===== config.mk =====
export PLATFORM = sky130hd
export DESIGN_NAME = elliptic_k_agm_flat
export DESIGN_NICKNAME = d
export VERILOG_FILES = /design/src/rtl/elk_pkg.sv /design/src/rtl/elk_in_if.sv /design/src/rtl/elk_out_if.sv /design/src/rtl/elk_cfg_if.sv /design/src/rtl/elliptic_k_agm.sv /design/src/rtl/elk_unit.sv /design/src/flat_wrapper.sv
export SDC_FILE = /design/constraint.sdc
export NUM_CORES = 2
export LEC_CHECK = 0
export BUFFER_PORTS_ARGS = -buffer_cell sky130_fd_sc_hd__buf_2
export CAP_MARGIN = 0
export CORE_MARGIN = 4
export CORE_UTILIZATION = 40
export CTS_CLUSTER_DIAMETER = 80
export DETAILED_ROUTE_END_ITERATION = 10
export SETUP_SLACK_MARGIN = 0.02
export SLEW_MARGIN = 20
export SYNTH_ARGS = -nofsm -noshare
export SYNTH_HDL_FRONTEND = slang
export SYNTH_HIERARCHICAL = 1
export SYNTH_SLANG_ARGS = --single-unit

===== constraint.sdc =====
create_clock -name i_clk -period 11.9 [get_ports i_clk]
set_clock_uncertainty 0.15 [all_clocks]
set_input_delay 0.595 -clock i_clk [delete_from_list [all_inputs] [get_ports i_clk]]
set_output_delay 0.595 -clock i_clk [all_outputs]
set_load 0.02 [all_outputs]

===== src/rtl/elk_pkg.sv =====
package elk_pkg;

    // default configuration of the top level
    localparam int MAX_ITER_DEF  = 8;
    localparam int FRAC_BITS_DEF = 30;

    // fixed field widths
    localparam int K_W    = 32;
    localparam int KI_W   = 32;
    localparam int ITER_W = 6;
    localparam int TOL_W  = 16;

    // tolerance register reset value and its scale (units of 2^-30)
    localparam logic [TOL_W-1:0] TOL_RESET = 16'd4;
    localparam int               TOL_SHIFT = 30;

    // pi in Q2.61 and one in Q.60
    localparam logic [63:0] PI_Q61  = 64'h6487ED5110B4611A;
    localparam logic [63:0] ONE_Q60 = 64'h1000000000000000;

    // status of the shared add/subtract unit
    typedef struct packed {
        logic borrow;
        logic zero;
    } t_unit_flags;

endpackage


===== src/rtl/elk_in_if.sv =====
interface elk_in_if;
    import elk_pkg::*;

    logic                  valid;
    logic                  ready;
    logic signed [K_W-1:0] k;

    modport source (output valid, output k, input ready);
    modport sink   (input valid, input k, output ready);
endinterface


===== src/rtl/elk_out_if.sv =====
interface elk_out_if;
    import elk_pkg::*;

    logic              valid;
    logic              ready;
    logic [KI_W-1:0]   k_integral;
    logic              saturated;
    logic [ITER_W-1:0] iterations;

    modport source (output valid, output k_integral, output saturated, output iterations,
                    input ready);
    modport sink   (input valid, input k_integral, input saturated, input iterations,
                    output ready);
endinterface


===== src/rtl/elk_cfg_if.sv =====
interface elk_cfg_if;
    import elk_pkg::*;

    logic             valid;
    logic             ready;
    logic [TOL_W-1:0] tolerance;

    modport source (output valid, output tolerance, input ready);
    modport sink   (input valid, input tolerance, output ready);
endinterface


===== src/rtl/elliptic_k_agm.sv =====
// K(k) by the arithmetic-geometric mean. k is signed Q2.30, the result is unsigned Q6.26
// (all ones and saturated set when k^2 >= 1 or the quotient overflows). One transaction is
// in flight at a time: i_in.ready is high only while idle. Apart from the magnitude and square
// of k and 1 - k^2, all arithmetic runs through one shared add/subtract unit.
// The initial square root, the per-update multiply and square root, the 16-bit tolerance
// product and the final restoring division each produce one bit per cycle on that unit.
module elliptic_k_agm #(
    parameter int MAX_ITERATIONS = elk_pkg::MAX_ITER_DEF,
    parameter int FRACTION_BITS  = elk_pkg::FRAC_BITS_DEF
) (
    input  logic       i_clk,
    input  logic       i_rst_n,
    elk_in_if.sink     i_in,
    elk_out_if.source  o_out,
    elk_cfg_if.sink    i_cfg
);
    import elk_pkg::*;

    localparam int F     = FRACTION_BITS;
    localparam int AW    = F + 1;
    localparam int SW    = F + 2;
    localparam int LW    = 2 * F + 2;
    localparam int UW    = 2 * F + 4;
    localparam int RSHL  = (2 * F >= 60) ? 2 * F - 60 : 0;
    localparam int RSHR  = (2 * F < 60) ? 60 - 2 * F : 0;
    localparam int NSHL  = (F >= 35) ? F - 35 : 0;
    localparam int NSHR  = (F < 35) ? 35 - F : 0;
    localparam int NW    = 63 + NSHL;
    localparam int MAXC0 = (NW > AW) ? NW : AW;
    localparam int MAXC  = (MAXC0 > TOL_W) ? MAXC0 : TOL_W;
    localparam int CW    = $clog2(MAXC + 1);

    typedef enum logic [10:0] {
        S_IDLE = 11'b000_0000_0001,
        S_SQ   = 11'b000_0000_0010,
        S_PREP = 11'b000_0000_0100,
        S_SQRT = 11'b000_0000_1000,
        S_TOL  = 11'b000_0001_0000,
        S_ADD  = 11'b000_0010_0000,
        S_CMP  = 11'b000_0100_0000,
        S_SUM  = 11'b000_1000_0000,
        S_MUL  = 11'b001_0000_0000,
        S_DIV  = 11'b010_0000_0000,
        S_OUT  = 11'b100_0000_0000
    } t_state;

    t_state              r_state;
    logic [TOL_W-1:0]    r_tol;
    logic [K_W-1:0]      r_k;
    logic [63:0]         r_ksq;
    logic [AW-1:0]       r_a;
    logic [AW-1:0]       r_g;
    logic [SW-1:0]       r_sum;
    logic [UW-1:0]       r_acc;
    logic [UW-1:0]       r_rem;
    logic [LW-1:0]       r_rad;
    logic [AW-1:0]       r_root;
    logic [TOL_W-1:0]    r_tsh;
    logic [NW-1:0]       r_num;
    logic [KI_W-1:0]     r_q;
    logic                r_ovf;
    logic [ITER_W-1:0]   r_iters;
    logic                r_stop;
    logic                r_init;
    logic [CW-1:0]       r_cnt;

    logic [UW-1:0]       u_x;
    logic [UW-1:0]       u_y;
    logic                u_sub;
    logic [UW-1:0]       u_res;
    t_unit_flags         u_flags;

    logic [K_W-1:0]      mag;
    logic [63:0]         diff;
    logic [AW-1:0]       n_root;
    logic                cnt_last;

    // shared arithmetic unit
    elk_unit #(.W(UW)) u_unit (
        .i_x     (u_x),
        .i_y     (u_y),
        .i_sub   (u_sub),
        .o_res   (u_res),
        .o_flags (u_flags)
    );

    // configuration register, always writable
    assign i_cfg.ready = 1'b1;
    always_ff @(posedge i_clk) begin
        if (!i_rst_n) begin
            r_tol <= TOL_RESET;
        end else if (i_cfg.valid) begin
            r_tol <= i_cfg.tolerance;
        end
    end

    // operand selection for the shared unit
    always_comb begin
        u_x   = '0;
        u_y   = '0;
        u_sub = 1'b0;
        case (r_state)
            S_TOL: begin
                u_x = r_acc << 1;
                u_y = r_tsh[TOL_W-1] ? UW'(r_a) : '0;
            end
            S_ADD: begin
                u_x = UW'(r_g);
                u_y = r_acc >> TOL_SHIFT;
            end
            S_CMP: begin
                u_x   = UW'(r_a);
                u_y   = r_acc;
                u_sub = 1'b1;
            end
            S_SUM: begin
                u_x = UW'(r_a);
                u_y = UW'(r_g);
            end
            S_MUL: begin
                u_x = r_acc << 1;
                u_y = r_root[AW-1] ? UW'(r_a) : '0;
            end
            S_SQRT: begin
                u_x   = (r_rem << 2) | UW'(r_rad[LW-1:LW-2]);
                u_y   = (UW'(r_root) << 2) | UW'(1);
                u_sub = 1'b1;
            end
            S_DIV: begin
                u_x   = (r_rem << 1) | UW'(r_num[NW-1]);
                u_y   = UW'(r_sum);
                u_sub = 1'b1;
            end
            default: begin
                u_x = '0;
            end
        endcase
    end

    // magnitude of k, radicand of the first root, next root digit
    assign mag      = r_k[K_W-1] ? (~r_k + K_W'(1)) : r_k;
    assign diff     = ONE_Q60 - r_ksq;
    assign n_root   = {r_root[AW-2:0], ~u_flags.borrow};
    assign cnt_last = (r_cnt == '0);

    // sequencer and datapath registers
    always_ff @(posedge i_clk) begin
        if (!i_rst_n) begin
            r_state <= S_IDLE;
        end else begin
            case (r_state)
                S_IDLE: begin
                    if (i_in.valid) begin
                        r_k     <= i_in.k;
                        r_state <= S_SQ;
                    end
                end
                S_SQ: begin
                    r_ksq   <= 64'(mag) * 64'(mag);
                    r_state <= S_PREP;
                end
                S_PREP: begin
                    r_iters <= '0;
                    if (r_ksq[63:60] != 4'd0) begin
                        r_ovf   <= 1'b1;
                        r_q     <= '1;
                        r_state <= S_OUT;
                    end else begin
                        r_ovf   <= 1'b0;
                        r_rad   <= LW'(diff >> RSHR) << RSHL;
                        r_rem   <= '0;
                        r_root  <= '0;
                        r_init  <= 1'b1;
                        r_cnt   <= CW'(AW - 1);
                        r_state <= S_SQRT;
                    end
                end
                // one result bit per cycle
                S_SQRT: begin
                    r_rem  <= u_flags.borrow ? u_x : u_res;
                    r_root <= n_root;
                    r_rad  <= r_rad << 2;
                    r_cnt  <= r_cnt - CW'(1);
                    if (cnt_last) begin
                        r_g <= n_root;
                        if (r_init) begin
                            r_a <= {1'b1, {F{1'b0}}};
                        end else begin
                            r_a     <= r_sum[SW-1:1];
                            r_iters <= r_iters + ITER_W'(1);
                        end
                        r_init  <= 1'b0;
                        r_acc   <= '0;
                        r_tsh   <= r_tol;
                        r_cnt   <= CW'(TOL_W - 1);
                        r_state <= S_TOL;
                    end
                end
                // a times tolerance, msb first
                S_TOL: begin
                    r_acc <= u_res;
                    r_tsh <= r_tsh << 1;
                    r_cnt <= r_cnt - CW'(1);
                    if (cnt_last) begin
                        r_state <= S_ADD;
                    end
                end
                S_ADD: begin
                    r_acc   <= u_res;
                    r_state <= S_CMP;
                end
                S_CMP: begin
                    r_stop  <= u_flags.borrow | u_flags.zero
                               | (r_iters >= ITER_W'(MAX_ITERATIONS));
                    r_state <= S_SUM;
                end
                S_SUM: begin
                    r_sum <= u_res[SW-1:0];
                    if (r_stop) begin
                        r_rem   <= '0;
                        r_num   <= NW'(PI_Q61 >> NSHR) << NSHL;
                        r_q     <= '0;
                        r_ovf   <= u_flags.zero;
                        r_cnt   <= CW'(NW - 1);
                        r_state <= S_DIV;
                    end else begin
                        r_acc   <= '0;
                        r_root  <= r_g;
                        r_cnt   <= CW'(AW - 1);
                        r_state <= S_MUL;
                    end
                end
                // a times g, shift and add
                S_MUL: begin
                    r_acc  <= u_res;
                    r_root <= r_root << 1;
                    r_cnt  <= r_cnt - CW'(1);
                    if (cnt_last) begin
                        r_rad   <= u_res[LW-1:0];
                        r_rem   <= '0;
                        r_root  <= '0;
                        r_cnt   <= CW'(AW - 1);
                        r_state <= S_SQRT;
                    end
                end
                // restoring division of pi by a + g
                S_DIV: begin
                    r_rem <= u_flags.borrow ? u_x : u_res;
                    r_q   <= {r_q[KI_W-2:0], ~u_flags.borrow};
                    r_ovf <= r_ovf | r_q[KI_W-1];
                    r_num <= r_num << 1;
                    r_cnt <= r_cnt - CW'(1);
                    if (cnt_last) begin
                        r_state <= S_OUT;
                    end
                end
                S_OUT: begin
                    if (o_out.ready) begin
                        r_state <= S_IDLE;
                    end
                end
                default: begin
                    r_state <= S_IDLE;
                end
            endcase
        end
    end

    // handshake and result
    assign i_in.ready       = (r_state == S_IDLE);
    assign o_out.valid      = (r_state == S_OUT);
    assign o_out.k_integral = r_ovf ? '1 : r_q;
    assign o_out.saturated  = r_ovf;
    assign o_out.iterations = r_iters;

    // a result never waits while a new item is taken
    a_out_excl: assert property (@(posedge i_clk) disable iff (!i_rst_n)
        o_out.valid |-> !i_in.ready)
        else $error("input ready while result pending");

    // an accepted item starts the squaring step
    a_start: assert property (@(posedge i_clk) disable iff (!i_rst_n)
        (i_in.valid && i_in.ready) |=> (r_state == S_SQ))
        else $error("accepted item did not start");

    // the update count never passes the cap
    a_iter_cap: assert property (@(posedge i_clk) disable iff (!i_rst_n)
        o_out.valid |-> (o_out.iterations <= ITER_W'(MAX_ITERATIONS)))
        else $error("iteration count beyond cap");

    // a saturated result reads all ones
    a_sat_ones: assert property (@(posedge i_clk) disable iff (!i_rst_n)
        (o_out.valid && o_out.saturated) |-> (o_out.k_integral == '1))
        else $error("saturated result not all ones");
endmodule


===== src/rtl/elk_unit.sv =====
module elk_unit #(
    parameter int W = 64
) (
    input  logic [W-1:0]         i_x,
    input  logic [W-1:0]         i_y,
    input  logic                 i_sub,
    output logic [W-1:0]         o_res,
    output elk_pkg::t_unit_flags o_flags
);
    import elk_pkg::*;

    logic [W:0] full;

    // one adder/subtractor, carry out of a subtract is the borrow
    assign full           = i_sub ? ({1'b0, i_x} - {1'b0, i_y}) : ({1'b0, i_x} + {1'b0, i_y});
    assign o_res          = full[W-1:0];
    assign o_flags.borrow = i_sub & full[W];
    assign o_flags.zero   = (full[W-1:0] == '0);
endmodule

===== src/flat_wrapper.sv =====
// flat-port wrapper written by rule: the top's interface ports become plain ports
module elliptic_k_agm_flat import elk_pkg::*;
#(
    parameter int MAX_ITERATIONS = elk_pkg::MAX_ITER_DEF,
    parameter int FRACTION_BITS  = elk_pkg::FRAC_BITS_DEF
)
  (i_clk, i_rst_n, i_in_valid, i_in_k, i_in_ready, o_out_valid, o_out_k_integral, o_out_saturated, o_out_iterations, o_out_ready, i_cfg_valid, i_cfg_tolerance, i_cfg_ready);
  elk_in_if i_in_i ();
  elk_out_if o_out_i ();
  elk_cfg_if i_cfg_i ();
  input  logic i_clk;
  input  logic i_rst_n;
  input wire logic [$bits(i_in_i.valid)-1:0] i_in_valid;
  input wire logic [$bits(i_in_i.k)-1:0] i_in_k;
  output wire logic [$bits(i_in_i.ready)-1:0] i_in_ready;
  output wire logic [$bits(o_out_i.valid)-1:0] o_out_valid;
  output wire logic [$bits(o_out_i.k_integral)-1:0] o_out_k_integral;
  output wire logic [$bits(o_out_i.saturated)-1:0] o_out_saturated;
  output wire logic [$bits(o_out_i.iterations)-1:0] o_out_iterations;
  input wire logic [$bits(o_out_i.ready)-1:0] o_out_ready;
  input wire logic [$bits(i_cfg_i.valid)-1:0] i_cfg_valid;
  input wire logic [$bits(i_cfg_i.tolerance)-1:0] i_cfg_tolerance;
  output wire logic [$bits(i_cfg_i.ready)-1:0] i_cfg_ready;
  assign i_in_i.valid = i_in_valid;
  assign i_in_i.k = i_in_k;
  assign i_in_ready = i_in_i.ready;
  assign o_out_valid = o_out_i.valid;
  assign o_out_k_integral = o_out_i.k_integral;
  assign o_out_saturated = o_out_i.saturated;
  assign o_out_iterations = o_out_i.iterations;
  assign o_out_i.ready = o_out_ready;
  assign i_cfg_i.valid = i_cfg_valid;
  assign i_cfg_i.tolerance = i_cfg_tolerance;
  assign i_cfg_ready = i_cfg_i.ready;
  elliptic_k_agm #(.MAX_ITERATIONS(MAX_ITERATIONS), .FRACTION_BITS(FRACTION_BITS)) u_core (.i_clk(i_clk), .i_rst_n(i_rst_n), .i_in(i_in_i), .o_out(o_out_i), .i_cfg(i_cfg_i));
endmodule

Word level (Yosys, flattened, before mapping):

Index checks and enable logic that the tools add are counted.

* add/sub/neg operators: 6
* muxes and demuxes: 52
* $mul: 1
* equal/unequal tests: 22
* magnitude comparators: 1
* reductions and logical operators: 35
* bitwise operators: 8

Operators with widths (count)
* one-hot mux 64 bit (7 select lines): 1
* one-hot mux 64 bit (5 select lines): 1
* two-way mux 63 bit: 4
* one-hot mux 63 bit (4 select lines): 1
* one-hot mux 64 bit (3 select lines): 1
* one-hot mux 62 bit (3 select lines): 1
* two-way mux 31 bit: 5
* two-way mux 32 bit: 4
* two-way mux 64 bit: 2
* one-hot mux 63 bit (2 select lines): 1
* two-way mux 62 bit: 2
* one-hot mux 31 bit (4 select lines): 1
* one-hot mux 11 bit (11 select lines): 1
* one-hot mux 32 bit (3 select lines): 1
* two-way mux 11 bit: 7
* adder 64 x 64 -> 65 bit: 1
* two-way mux 65 bit: 1
* subtractor 64 x 64 -> 65 bit: 1
* zero test 64 bit: 1
* multiplier 32 x 32 -> 64 bit: 1
* bitwise OR 64 x 1 -> 64 bit: 1
* bitwise OR 64 x 2 -> 64 bit: 1
* subtractor 61 x 62 -> 62 bit (first input constant): 1
* two-way mux 6 bit: 6
* other kinds (41): 78

* register bits after elaboration: 563

Logic depth before layout (Yosys ltp):

* depth in word-level cells: 8
* mapped depth: 38
* gate-level depth less buffers: 33

By module:

Netlist, hierarchy kept.

By module, submodules not included
* elliptic_k_agm: instances 1, cells each 5269, area an instance 54300.8 um^2, seq. area each 16515.8 um^2
* elk_unit: instances 1, cells each 920, area an instance 5999.5 um^2, seq. area each 0.0 um^2

Least setup slack after synthesis:

No wires, ideal clock.

* path kind: flip-flop to flip-flop
* from: register u_core.r_k[0]
* to: register u_core.r_ksq[53] (data pin)
* path slack: 2.405 ns
* clock period less this slack: 9.495 ns
* stages on the path, launching flop included: 37
* arrival time: 9.080 ns
* data required time: 11.485 ns
* path through: edfxtp_1 > inv_1 > clkbuf_1 > clkbuf_1 > ha_1 > nand3_1 > or2_1 > and2_1 > xnor2_1 > inv_1 > clkbuf_1 > clkbuf_1 > nand2_1 > fa_1 > inv_1 > fa_1 > fa_1 > inv_1 > fa_1 > inv_1 > fa_1 > fa_1 > fa_1 > inv_1 > fa_1 > inv_1 > ha_1 > clkbuf_1 > a21o_1 > a21o_1 > a21oi_1 > nand2_1 > a2111oi_0 > nor2_1 > a41oi_1 > o21ai_0 > xor2_1

* cells in the longest elaborated chain, start to end: 4

Ends and longest elaborated chain
* start, declared: line elliptic_k_agm.sv:49 `logic [K_W-1:0] r_k;`
* start signal, assigned: line elliptic_k_agm.sv:154 `r_k <= i_in.k;`
* inverter 32 bit: line elliptic_k_agm.sv:141 `assign mag = r_k[K_W-1] ? (~r_k + K_W'(1)) : r_k;`
* adder 32 x 1 -> 32 bit: line elliptic_k_agm.sv:141
* two-way mux 32 bit (*): line elliptic_k_agm.sv:141
* multiplier 32 x 32 -> 64 bit (*): line elliptic_k_agm.sv:159 `r_ksq <= 64'(mag) * 64'(mag);`
* end signal, assigned: line elliptic_k_agm.sv:159
* end, declared: line elliptic_k_agm.sv:50 `logic [63:0] r_ksq;`

Mark *: on every way between the ends. The rest lies on a longest branch, timed or not.
A chain may end at the register's enable or synchronous reset.

Worst setup path after layout:

* from: register u_core.r_k[4]
* to: register u_core.r_ksq[62] (data pin)

Same word-level chain as after synthesis.

==> impl_metrics.ini <==
[cells_and_area]
finalCoreUtilization = 0.439
layout_commonest_cell = inv_1
area.growth.synth_to_final_pct = 8.93
layout_common_cells = inv_1 (1,030), fa_1 (796), nand2_1 (672)
post_route_cells_drive_above_1_share = 0.0687
final_design_area_no_fill_um2 = 65700
num-nets-final = 7430

[die]
die_width_um = 396
io-pin-count = 95
initial_utilization = 0.403
rows = 142
chipHeight_um = 396
fp.dieArea_um2 = 157000
placeableCoreArea_um2 = 150000

[timing]
worst-slew-pin-transition_ns = 1.16
final_period_minus_worst_setup_slack_ns = 11.04
timing.setup.tns_ns = 0
worst_slew_margin_rel = 0.226
hold_violations = 0
fmaxAchievable_ghz = 0.0906
fin_ws_ns = 0.863
finalSetupViolations = 0
final_max_slew_viol_count = 0
min_period_over_period = 0.927
rsz_0062_raised_after_global_routing = false

[setup_path]
worst-setup-path-type = reg2reg
timing.critical_path.mode_cell = fa_1
worst_path_max_delay_cell = inv_1
endpoint_kind = flop
worst_path_fanout_max = 21
startpoint_type = flop
cp.arrival_ns = 11.28
critical-path-max-stage-delay_ns = 0.81
timing.critical_path.required_ns = 12.14
critical-path-top-delay-family = adder cells
critPathBufInv = 6

[placed_design]
globalplace.congestion = 0.951
place.port_buffers = 93
placed_cell_area_um2 = 63200
worst_slack_after_detailed_placement_ns = 0.922
hpwlAfterDp_um = 139000

[yosys]
syn_area_um2 = 60300
synth.lib_cells_used.distinct = 106
synth-async-reset-ratio = 0
avgSynthCellArea_um2 = 9.74
synthesized_instance_count = 6189
yosys_warnings = 6
seq_area_frac_synth = 0.274
synth_enable_flop_cells = 532
yosys_register_bits = 559
synth_flop_cell = edfxtp_1

[clock_network]
clk_latency_ns = 0.67
reg_clk_slew_reported_paths_ns = 0.06
deepest_clock_path_buffer_count = 3
clockRootBuffer = clkbuf_16
cts.sink_count = 559
cts_max_level = 3
post-cts-setup-buffers = 0
cts_tree = done
cts_made_buffers = 68

[route]
wl_per_cell_um = 21.9
count_of_routing_violations_after_the_opening_detailed_route_iteration = 3906
vias_post_dr = 45300
detail_route.wirelength_um = 182000
drt_pre_antenna_iters = 9
route.detailed.drc = 0
detail_route.vias_per_cell = 5.47
drtAntennaViolNets = 0

[outcome]
status = finished, final reports clean

[global_route]
grt_remaining_overflow = 0
grt.total_usage = 0.231
grt_start_max_net_pins = 76
initial_antenna_violation_count = 4
global_route_wire_length_before_repair_um = 282000
first_global_vias = 47700

[job]
number_of_max_cap_violations = 0

[worst_hold_path]
worstHoldPathType = in2reg
==> worst register-to-register path, delay by kind of cell (launching register included) <==
kind / cells / cell delay, ns
fa+ha+maj: 9 / 4.45
xor+xnor: 2 / 0.29
simple gates: 9 / 2.54
compound gates: 5 / 1.74
flops: 1 / 0.42
buf+inv: 6 / 1.20
==> stage by stage <==
| step | hold slack (ns) | instances |
|---|---|---|
| after detailed placement | 0.317 | 8140 |
| after CTS | 0.0205 | 8292 |
| after global routing | 0.0567 | 8292 |
| after floorplan | 0.291 | 6212 |
| after global placement | 0.310 | 8140 |
| final | 0.0661 | 8294 |
==> synth_stat cells (17+ instances only) <==
master	n	share of area
or3_1	30	0.0031
nor3_1	74	0.0061
nand2_1	673	0.042
o21ai_0	143	0.012
dfxtp_1	27	0.0090
a31oi_1	19	0.0020
a311oi_1	23	0.0033
and3_1	29	0.0030
nand2b_1	42	0.0044
nor2b_1	64	0.0066
nor4_1	29	0.0030
fa_1	796	0.26
mux2i_1	59	0.0098
a21oi_1	200	0.017
a22o_1	35	0.0051
o21bai_1	28	0.0035
edfxtp_1	532	0.26
inv_1	1030	0.064
o31ai_1	17	0.0021
a21o_1	71	0.0088
a221oi_1	21	0.0031
nor2_1	548	0.034
a221o_1	23	0.0038
buf_2	40	0.0033
clkbuf_1	211	0.013
nand3_1	63	0.0052
xnor2_1	183	0.027
or2_2	41	0.0043
nand4_1	67	0.0070
and2_1	165	0.017
buf_1	26	0.0016
xor2_1	106	0.015
o21a_1	24	0.0030
ha_1	355	0.074
a22oi_1	120	0.015
a222oi_1	26	0.0043
==> final timing paths <==
check,from,to,slack (ns),cells past startpoint
worst min register to register,u_core/r_root[13],u_core/r_g[14],0.33,0
worst max-delay path,u_core/r_k[4],u_core/r_ksq[62],0.86,31
worst min-delay path,i_cfg_tolerance[10],u_core/r_tol[10],0.07,3
worst max register to register,u_core/r_k[4],u_core/r_ksq[62],0.86,31
==> per-layer routing <==
layer	GRT usage	wire [um]
met1	0.311	77500
met3	0.0427	13900
met4	0.0780	6880
met2	0.375	83200
met5	0	26
==> state kept, by name, summed over array words and instances (netlist names) <==
name                     count
u_core/r_stop                1
u_core/r_sum                32
u_core/r_state              11
u_core/r_ksq                63
u_core/o_out.saturated       1
u_core/r_q                  32
u_core/r_g                  31
u_core/r_tol                16
u_core/r_init                1
u_core/r_root               31
u_core/r_a                  31
u_core/r_rad                62
u_core/r_acc                64
u_core/o_out.iterations      6
u_core/r_num                60
u_core/r_cnt                 6
u_core/r_rem                63
u_core/r_k                  32
u_core/r_tsh                16
==> logic make-up (layout without fill, tap and decap cells) <==
kind of cell,Yosys count,count (layout),synth area share
simple gates,1903,1903,0.147
buf+inv,1332,1396,0.0850
fa+ha+maj,1151,1151,0.338
mux,61,61,0.0102
xor+xnor,292,292,0.0428
flops,559,559,0.274
other cells,2,27,0.000125
compound gates,889,889,0.103
==> area by class of cell <==
cell class | instances | area (um2)
flip-flops and latches | 559 | 16500
inverters | 1043 | 3920
well taps | 2016 | 2520
fillers | 14400 | 84100
clock inverters | 38 | 333
clock buffers | 82 | 1790
diodes | 2 | 5.00
multi-input cells | 4321 | 39000
repair buffers | 233 | 1630
==> what timing repair did <==
action | 4_1_cts | 5_1_grt
hold buffers | 32 | 0
endpoints found under the hold margin | 32 | 0
resized for setup | 0 | 0
endpoints found under the setup margin | 0 | 0
Power is not shown: default switching activity piles up to over one toggle a cycle in this logic, so the estimate is an artifact.
